### src/rtl/i2a_pkg.sv
package i2a_pkg;

    localparam int unsigned VALUE_W  = 32;
    localparam int unsigned DIGITS   = 10;
    localparam int unsigned BCD_W    = 4 * DIGITS;
    localparam int unsigned REM_W    = 4;

    localparam logic [1:0] MODE_DEC  = 2'd0;
    localparam logic [1:0] MODE_HEX2 = 2'd1;
    localparam logic [1:0] MODE_HEX4 = 2'd2;
    localparam logic [1:0] MODE_HEX8 = 2'd3;

    localparam logic [7:0] CHAR_ZERO = 8'h30;
    localparam logic [7:0] CHAR_X    = 8'h78;

    localparam logic [7:0] HEX_GLYPHS [16] = '{
        8'h30, 8'h31, 8'h32, 8'h33, 8'h34, 8'h35, 8'h36, 8'h37,
        8'h38, 8'h39, 8'h41, 8'h42, 8'h43, 8'h44, 8'h45, 8'h46
    };

    typedef struct packed {
        logic [1:0]         mode;
        logic [VALUE_W-1:0] value;
    } req_t;

    typedef struct packed {
        logic [7:0] char_code;
        logic       last;
    } rsp_t;

    typedef enum logic [1:0] {
        ST_IDLE,
        ST_CONV,
        ST_SKIP,
        ST_EMIT
    } state_t;

endpackage

### src/rtl/integer_to_ascii_converter.sv
// Sequencing: hex words emit a 0x prefix, then their digits; decimal words first
// pass the double-dabble unit, drop leading zeros one at a time and leave the skip,
// then one char per cycle while rsp_stall is low (zeros plus digits is ten).
// A new word is accepted only once the last char of the current one is emitted.
// Reset: rst_n asynchronous, clears the sequencer and output valid.
module integer_to_ascii_converter
    import i2a_pkg::*;
(
    input  logic clk,
    input  logic rst_n,
    input  logic req_valid,
    output logic req_stall,
    input  req_t req,
    output logic rsp_valid,
    input  logic rsp_stall,
    output rsp_t rsp
);

    state_t            state_reg, state_next;
    logic [BCD_W-1:0]  sh_reg, sh_next;
    logic [REM_W-1:0]  rem_reg, rem_next;
    logic [1:0]        pfx_reg, pfx_next;
    logic              rsp_valid_reg, rsp_valid_next;
    rsp_t              rsp_reg, rsp_next;

    logic              bcd_start;
    logic              bcd_done;
    logic [BCD_W-1:0]  bcd;
    logic              load;
    logic              last_char;

    i2a_bcd u_bcd (
        .clk   (clk),
        .rst_n (rst_n),
        .start (bcd_start),
        .bin   (req.value),
        .done  (bcd_done),
        .bcd   (bcd)
    );

    assign load      = !rsp_valid_reg || !rsp_stall;
    assign last_char = (pfx_reg == 2'd0) && (rem_reg == REM_W'(1));

    always_comb
    begin
        state_next     = state_reg;
        sh_next        = sh_reg;
        rem_next       = rem_reg;
        pfx_next       = pfx_reg;
        rsp_next       = rsp_reg;
        rsp_valid_next = rsp_valid_reg && rsp_stall;
        bcd_start      = 1'b0;

        case (state_reg)
            ST_IDLE:
            begin
                if (req_valid)
                begin
                    pfx_next = 2'd2;
                    case (req.mode)
                        MODE_DEC:
                        begin
                            bcd_start  = 1'b1;
                            pfx_next   = 2'd0;
                            state_next = ST_CONV;
                        end
                        MODE_HEX2:
                        begin
                            sh_next    = {req.value[7:0], (BCD_W-8)'(0)};
                            rem_next   = REM_W'(2);
                            state_next = ST_EMIT;
                        end
                        MODE_HEX4:
                        begin
                            sh_next    = {req.value[15:0], (BCD_W-16)'(0)};
                            rem_next   = REM_W'(4);
                            state_next = ST_EMIT;
                        end
                        default:
                        begin
                            sh_next    = {req.value, (BCD_W-VALUE_W)'(0)};
                            rem_next   = REM_W'(8);
                            state_next = ST_EMIT;
                        end
                    endcase
                end
            end
            ST_CONV:
            begin
                if (bcd_done)
                begin
                    sh_next    = bcd;
                    rem_next   = REM_W'(DIGITS);
                    state_next = ST_SKIP;
                end
            end
            ST_SKIP:
            begin
                // drop leading zero digits, keep at least one
                if ((sh_reg[BCD_W-1 -: 4] == 4'd0) && (rem_reg > REM_W'(1)))
                begin
                    sh_next  = {sh_reg[BCD_W-5:0], 4'd0};
                    rem_next = rem_reg - 1'b1;
                end
                else
                    state_next = ST_EMIT;
            end
            ST_EMIT:
            begin
                if (load)
                begin
                    rsp_valid_next = 1'b1;
                    rsp_next.last  = last_char;
                    case (pfx_reg)
                        2'd2:    rsp_next.char_code = CHAR_ZERO;
                        2'd1:    rsp_next.char_code = CHAR_X;
                        default: rsp_next.char_code = HEX_GLYPHS[sh_reg[BCD_W-1 -: 4]];
                    endcase
                    if (pfx_reg != 2'd0)
                        pfx_next = pfx_reg - 1'b1;
                    else
                    begin
                        sh_next  = {sh_reg[BCD_W-5:0], 4'd0};
                        rem_next = rem_reg - 1'b1;
                    end
                    if (last_char)
                        state_next = ST_IDLE;
                end
            end
            default:
                state_next = ST_IDLE;
        endcase
    end

    always_ff @(posedge clk or negedge rst_n)
    begin
        if (!rst_n)
        begin
            state_reg     <= ST_IDLE;
            rem_reg       <= '0;
            pfx_reg       <= '0;
            rsp_valid_reg <= 1'b0;
        end
        else
        begin
            state_reg     <= state_next;
            rem_reg       <= rem_next;
            pfx_reg       <= pfx_next;
            rsp_valid_reg <= rsp_valid_next;
        end
    end

    always_ff @(posedge clk)
    begin
        sh_reg  <= sh_next;
        rsp_reg <= rsp_next;
    end

    assign req_stall = (state_reg != ST_IDLE);
    assign rsp_valid = rsp_valid_reg;
    assign rsp       = rsp_reg;

`ifndef SYNTH
    a_mid_word_busy: assert property (@(posedge clk) disable iff (!rst_n)
        rsp_valid_reg && !rsp_reg.last |-> state_reg == ST_EMIT)
        else $error("non-final char pending while sequencer idle");

    a_accept_leaves_idle: assert property (@(posedge clk) disable iff (!rst_n)
        req_valid && !req_stall |=> state_reg != ST_IDLE)
        else $error("accepted word did not start conversion");

    a_emit_has_digits: assert property (@(posedge clk) disable iff (!rst_n)
        state_reg == ST_EMIT && pfx_reg == 2'd0 |-> rem_reg != '0)
        else $error("emit with no digits left");

    a_skip_keeps_one: assert property (@(posedge clk) disable iff (!rst_n)
        state_reg == ST_SKIP |-> rem_reg >= REM_W'(1))
        else $error("leading zero skip dropped every digit");
`endif

endmodule

### src/rtl/i2a_bcd.sv
// Double-dabble: one add-3 and shift step per cycle, VALUE_W steps per word.
module i2a_bcd
    import i2a_pkg::*;
(
    input  logic               clk,
    input  logic               rst_n,
    input  logic               start,
    input  logic [VALUE_W-1:0] bin,
    output logic               done,
    output logic [BCD_W-1:0]   bcd
);

    localparam int unsigned CNT_W = $clog2(VALUE_W + 1);

    logic [VALUE_W-1:0] bin_reg, bin_next;
    logic [BCD_W-1:0]   bcd_reg, bcd_next;
    logic [CNT_W-1:0]   cnt_reg, cnt_next;
    logic               busy_reg, busy_next;
    logic [BCD_W-1:0]   adj;

    always_comb
    begin
        for (int i = 0; i < DIGITS; i++)
        begin
            if (bcd_reg[4*i +: 4] >= 4'd5)
                adj[4*i +: 4] = bcd_reg[4*i +: 4] + 4'd3;
            else
                adj[4*i +: 4] = bcd_reg[4*i +: 4];
        end
    end

    always_comb
    begin
        bin_next  = bin_reg;
        bcd_next  = bcd_reg;
        cnt_next  = cnt_reg;
        busy_next = busy_reg;
        if (start)
        begin
            bin_next  = bin;
            bcd_next  = '0;
            cnt_next  = CNT_W'(VALUE_W);
            busy_next = 1'b1;
        end
        else if (busy_reg)
        begin
            if (cnt_reg == '0)
                busy_next = 1'b0;
            else
            begin
                bcd_next = {adj[BCD_W-2:0], bin_reg[VALUE_W-1]};
                bin_next = {bin_reg[VALUE_W-2:0], 1'b0};
                cnt_next = cnt_reg - 1'b1;
            end
        end
    end

    always_ff @(posedge clk or negedge rst_n)
    begin
        if (!rst_n)
        begin
            cnt_reg  <= '0;
            busy_reg <= 1'b0;
        end
        else
        begin
            cnt_reg  <= cnt_next;
            busy_reg <= busy_next;
        end
    end

    always_ff @(posedge clk)
    begin
        bin_reg <= bin_next;
        bcd_reg <= bcd_next;
    end

    assign done = busy_reg && (cnt_reg == '0);
    assign bcd  = bcd_reg;

endmodule
### config.mk
export PLATFORM = sky130hd
export DESIGN_NAME = integer_to_ascii_converter
export DESIGN_NICKNAME = d
export VERILOG_FILES = /design/src/rtl/i2a_pkg.sv /design/src/rtl/integer_to_ascii_converter.sv /design/src/rtl/i2a_bcd.sv
export SDC_FILE = /design/constraint.sdc
export NUM_CORES = 1
export LEC_CHECK = 0
export CAP_MARGIN = 0
export CORE_MARGIN = 3
export CORE_UTILIZATION = 60
export DETAILED_ROUTE_END_ITERATION = 8
export DONT_BUFFER_PORTS = 1
export PLACE_DENSITY = 0.86
export SLEW_MARGIN = 10
export SYNTH_ARGS = -nofsm -noshare
export SYNTH_HDL_FRONTEND = slang
export SYNTH_SLANG_ARGS = --single-unit
export TNS_END_PERCENT = 1
### constraint.sdc
create_clock -name clk -period 4.2 [get_ports clk]
set_input_delay 0 -clock clk [delete_from_list [all_inputs] [get_ports clk]]
set_output_delay 0 -clock clk [all_outputs]
set_load 0.01 [all_outputs]
# After elaboration in Yosys (flattened, before gate mapping)

Memories as Yosys holds them, arrays and structs flattened.
Index checks and enable logic that the tools add are counted.
Widths: inputs -> output; s select.

Input port bits: 38
Register bits: 137
Bits in latches: 0
Memory bits (writable): 0
Memories: 1
Output and inout port bits: 11
ROM bits: 128
Logic and storage cells: 132

Memory list:

| name            | depth | bits a word | rd ports | clocked after memory_dff | write ports | RTL line                          | text |
|---|---|---|---|---|---|---|---|
| (no name shown) | 16    | 8           | 1        | 0                        | 0           | integer_to_ascii_converter.sv:117 | `default: rsp_next.char_code = HEX_GLYPHS[sh_reg[BCD_W-1 -: 4]];` |

Eq/ne operators: 18
Add/sub/neg operators: 13
Bitwise logic cells: 2
Reduce and logical (&&, ||, !) cells: 22
$mul: 0
Divide/modulo/power cells: 0
Mux-type cells: 53
Shifts and indexed selects: 0
Magnitude comparators: 12

Operator list:

| cell                | number |
|---|---|
| $mux 40             | 5 |
| $pmux 40 s4         | 1 |
| $pmux 40 s3         | 1 |
| $mux 32             | 3 |
| $mux 4              | 14 |
| $ge 4x3->1 const B  | 10 |
| $add 4x2->4 const B | 9 |
| $mux 2              | 10 |
| $ne 2x2->1 const B  | 10 |
| $mux 6              | 3 |
| $mux 8              | 2 |
| $pmux 4 s4          | 1 |
| $pmux 8 s2          | 1 |
| $pmux 4 s3          | 1 |
| $eq 2x2->1 const B  | 4 |
| $mux 1              | 8 |
| $pmux 2 s4          | 1 |
| $reduce_bool 2->1   | 4 |
| $eq 2x1->1 const B  | 3 |
| $logic_not 2->1     | 3 |
| $logic_not 6->1     | 1 |
| $reduce_and 2->1    | 3 |
| $reduce_and 6->1    | 1 |
| $sub 6x1->6 const B | 1 |
| 16 further kinds    | 20 |

# Logic depth before layout (Yosys ltp)

Word-level depth: 6
Depth in mapped cells: 7
Gate-level depth less buffers: 7

# Cells and area by module

A second synthesis with hierarchy kept.

Cells, all modules: 630
Area, all modules: 7,071.8 µm²

Modules (own cells, without submodules):

| module                     | area an instance (µm²) | sequential area each (µm²) | cells each | instances |
|---|---|---|---|---|
| i2a_bcd                    | 3,931.3                | 1,936.9                    | 358        | 1 |
| integer_to_ascii_converter | 3,140.5                | 1,636.6                    | 272        | 1 |

# Least setup slack after synthesis

OpenSTA, ideal clock, no wires.

Kind: register to register
Start: register rem_reg[0]
End: register rem_reg[2]
Slack: 943 ps
Path buffers: 0
Period minus slack after synthesis: 3,257 ps
Arrival time: 3,135 ps
Library setup time: 121 ps
Stages on the path, launching flop included: 8
Required time: 4,079 ps
Cell sequence: dfrtp_1 > inv_1 > ha_1 > nor2_1 > o311ai_0 > a2111oi_4 > o31ai_1 > a22o_1

Cells in the longest elaborated chain, start to end: 4
Elaborated cells on any way between the ends: 9
Those cells by class: add/sub (1); order compare (1); eq/ne (1); mux (4); reduce/logical (2)

RTL lines:

| element                                               | RTL line                                                                                                | text |
|---|---|---|
| start, declared                                       | integer_to_ascii_converter.sv:21                                                                        | `logic [REM_W-1:0] rem_reg, rem_next;` |
| start signal, assigned                                | integer_to_ascii_converter.sv:147                                                                       | `rem_reg <= rem_next;` |
| $sub 4x1->4 / $gt 4x1->1 (equally long branches)      | integer_to_ascii_converter.sv:103, integer_to_ascii_converter.sv:124, integer_to_ascii_converter.sv:100 |  |
| $mux 4 / $logic_and 1x1->1 (equally long branches)    | integer_to_ascii_converter.sv:119, integer_to_ascii_converter.sv:100                                    |  |
| $mux 4 / $ne 2x2->1 (equally long branches)           | --                                                                                                      |  |
| $pmux 4 s4 / $reduce_and 6->1 (equally long branches) | --                                                                                                      |  |

Parallel ways exist; a longest one is shown, timed or not. The select of a mux whose other input is x is not followed.
A chain may end at the register's enable or synchronous reset.

# Final worst setup path

Start: register state_reg[1]
End: register sh_reg[28] (data pin)

Cells in the longest elaborated chain, start to end: 2
Elaborated cells on any way between the ends: 5
Those cells by class: eq/ne (3); mux (1); reduce/logical (1)

RTL lines:

| element                                  | RTL line                          | text |
|---|---|---|
| start, declared                          | integer_to_ascii_converter.sv:19  | `state_t state_reg, state_next;` |
| start signal, assigned                   | integer_to_ascii_converter.sv:146 | `state_reg <= state_next;` |
| $eq 2x2->1, or another cell as far along | integer_to_ascii_converter.sv:54  | `case (state_reg)` |
| $pmux 40 s4 (*)                          | integer_to_ascii_converter.sv:54  |  |
| net sh_next[28]                          | integer_to_ascii_converter.sv:20  | `logic [BCD_W-1:0] sh_reg, sh_next;` |
| end signal, assigned                     | integer_to_ascii_converter.sv:155 | `sh_reg <= sh_next;` |
| end, declared                            | integer_to_ascii_converter.sv:20  |  |

Mark *: on every way through the listed nets, which the timed path passes. The rest lies on a longest branch.

==> impl_metrics.csv <==
group,metric,value,unit
worst_setup_path,crit_required,4.49,ns
worst_setup_path,critPathKind,"reg2reg",
place,dpl_cell_area,7010,sq um
worst_setup_path,rrSetupSlack,0.99,ns
cts,clock-sinks,135,
synthesis,seq_area_frac_synth,0.517,
synthesis,synthCells,717,
synthesis,synthesis.nets,792,
cts,cts.clk_slew.worst_paths,0.06,ns
synthesis,yosys.area.top_type,"edfxtp_1",
timing,hold_viol,0,
global_routing,antenna_found_initial,0,
synthesis,ys_top_cells_by_area,"edfxtp_1, dfxtp_1, nand2_1",
timing,post-route-period-util,0.763,
worst_setup_path,rr_endpoint,"sh_reg[28]$_DFFE_PP_",
place,hpwl,11100,um
run,drv_cap,0,
worst_setup_path,r2r_cells,6,
drt,ant_nets,0,
worst_setup_path,cp-start-kind,"flop",
drt,drc_errors,53,
synthesis,synth_ff_type,"edfxtp_1",
cts,cts_setup_buffers,0,
synthesis,synth_top_family_by_area,"compound AO/OA/AOI/OAI gates",
power,swShare,0.412,
synthesis,yosys_warnings,0,
floorplan,ios,49,
timing,setup_slack,0.995,ns
power,seqPwrFrac,0.383,
power,p_sw,0.00314,W
drt,routedWlPerCell,23.2,um
timing,post-route-min-period,3.21,ns
synthesis,yosysMostFrequentCell,"nand2_1",
place,io_buffers,0,
power,powerDensity,955,nW/um^2
timing,max_freq,312,MHz
global_routing,grtUsageTotal,0.336,
global_routing,grt_pass1_wl,32800,um
cells_and_area,n_fill_cell,615,
global_routing,grt_max_degree,78,
drt,vias,6168,
cells_and_area,drive_above_1_share,0.0635,
synthesis,avgSynthCellArea,9.64,sq um
synthesis,synth_compound_area_frac,0.165,
worst_setup_path,path_cells,"inv_1, ha_1, nor2_2, a222oi_1, nand2_1, dlygate4sd3_1",
timing,slew_violations,0,
place,gp_congestion,0.912,
synthesis,synth.area.mux_share,0.0248,
floorplan,die-area,12800,sq um
place,dp_slack,1.37,ns
worst_setup_path,path_max_fanout,30,
synthesis,synth-edff-count,79,
worst_hold_path,holdPathStages,4,
cts,max-clock-path-buffers,2,
synthesis,yosys_register_bits,135,
synthesis,syn_area,6910,sq um
floorplan,core,11000,sq um
drt,drt_wl_total,20800,um
synthesis,synth-async-reset-ratio,0.119,
timing,maxSlewHeadroom,0.156,
global_routing,grt_pass1_vias,5976,
timing,tightest_slew,1.27,ns
worst_hold_path,hold_end,"sh_reg[33]$_DFFE_PP_",
power,clock_power_share,0.189,
floorplan,die_h,113,um
outcome,status,"finished with violations",
cts,clk_latency,0.42,ns
timing,fin_setup_tns,0,ns
worst_hold_path,hp-class,"in2reg",
worst_setup_path,critPathSlowestCell,"nor2_2",
synthesis,ys_types,42,
timing,hold_slack,0.0309,ns
cells_and_area,fin_nets,818,
floorplan,initial_core_util,0.627,
timing,rsz0062_at_grt,"false",
synthesis,yosys.area_share.adder,0.0670,
drt,viasPerCell,6.88,
power,pwr-share-comb,0.428,
worst_hold_path,hold_start,"req[1]",
worst_setup_path,crit_path_max_incr_delay,1.04,ns
power,vdd_drop_max,0.589,mV
outcome,violations,"design-rule violations",
worst_setup_path,timing.rr.start,"state_reg[1]$_DFFE_PN0P_",
floorplan,die_width,113,um
cts,numCtsBuffers,17,
synthesis,synth-xor-area-share,0.0203,
cells_and_area,num_antenna_cells,0,
timing,skew,0.0146,ns
cells_and_area,fin_area,7980,sq um
synthesis,synth_common_cells,"nand2_1, edfxtp_1, inv_1",
power,p_leak,3.42,nW
cells_and_area,syn2layout_area_growth,15.4,%
global_routing,overflow,0,
synthesis,yosysTopAreaCellShare,0.343,
timing,setup_viol,0,
worst_setup_path,cp-end-kind,"flop",
worst_setup_path,crit_arrival,3.49,ns
cts,cts.root.buffer_cell,"clkbuf_16",
cts,cts_tree,"built",
cts,h-tree-depth,4,
synthesis,yosys.area_share.simple,0.154,
drt,drt_iter0_drc,1219,
floorplan,rows,38,
power,p_int,0.00447,W
drt,first_pass_iters,9,
## worst max-delay path by stage
| stage | slack (ns) | from | endpoint | cells past startpoint |
|---|---|---|---|---|
| after floorplan | 0.94 | rem_reg[0]$_DFFE_PN0P_ | rem_reg[2]$_DFFE_PN0P_ | 7 |
| after global placement | 1.54 | state_reg[1]$_DFFE_PN0P_ | rem_reg[2]$_DFFE_PN0P_ | 8 |
| after detailed placement | 1.37 | state_reg[1]$_DFFE_PN0P_ | rem_reg[2]$_DFFE_PN0P_ | 8 |
| after CTS | 1.22 | state_reg[1]$_DFFE_PN0P_ | sh_reg[28]$_DFFE_PP_ | 6 |
| after global routing | 0.92 | state_reg[1]$_DFFE_PN0P_ | sh_reg[28]$_DFFE_PP_ | 6 |
| final | 0.99 | state_reg[1]$_DFFE_PN0P_ | sh_reg[28]$_DFFE_PP_ | 6 |
## through the flow
stage | std cells | utilization | total power [W]
global route | 896 | 0.723 | 0.00801
global placement | 826 | 0.635 | 0.00544
CTS | 895 | 0.721 | 0.00732
floorplan | 717 | - | 0.00499
finish | 896 | 0.723 | 0.00761
detailed placement | 826 | 0.635 | 0.00573
## worst max-delay path, delay by kind of cell (launching register included)
kind,cells,cell delay [ns]
adder cells (fa/ha/maj),1,0.39
AND/OR/NAND/NOR,2,1.19
AO/OA/AOI/OAI,1,0.38
buffers and inverters,2,0.68
flip-flops,1,0.42
## layout by cell type (no fill, tap or decap), drive strengths merged, types with 11 or more instances in the layout
cell type      n
dfxtp         40
inv           55
dlygate4sd3   37
nand2        183
a21oi         48
clkbuf        18
nor2          23
nand2b        11
o21ai         39
a211oi        20
a222oi        24
mux2i         16
ha            37
nand3         13
edfxtp        79
dfrtp         16
xnor2         12
## kinds of logic after synthesis
kind of cell	Yosys count
compound gates	166
xor+xnor	16
fa+ha+maj	37
buf+inv	93
flops	135
mux	17
other cells	1
simple gates	252
## power by group through the flow
stage	registers, W	logic, W	clock network, W
floorplan	0.00273	0.00226	0
CTS	0.00286	0.00302	0.00143
global placement	0.00282	0.00262	0
finish	0.00291	0.00326	0.00144
global route	0.00297	0.00353	0.00151
detailed placement	0.00287	0.00287	0
## repair_timing
| item | CTS | global route |
|---|---|---|
| endpoints found under the hold margin | 89 | 0 |
| resized for setup | 0 | 0 |
| hold buffers | 37 | 0 |
## layout make-up
type	instances	area [sq um]	share of cell area
well taps	140	175	0.0220
clock buffers	18	439	0.0551
flip-flops and latches	135	3570	0.448
multi-input cells	489	2990	0.375
repair buffers	46	458	0.0574
clock inverters	14	133	0.0166
inverters	54	203	0.0254
## metal layers
layer	GRT usage	up-vias	routed length, um
met5	0	-	0
met4	0.224	0	1830
met3	0.0989	173	2490
met2	0.530	554	9540
met1	0.397	2852	6940
li1	-	2589	-
No activity file was read; power rests on OpenSTA's default activity.
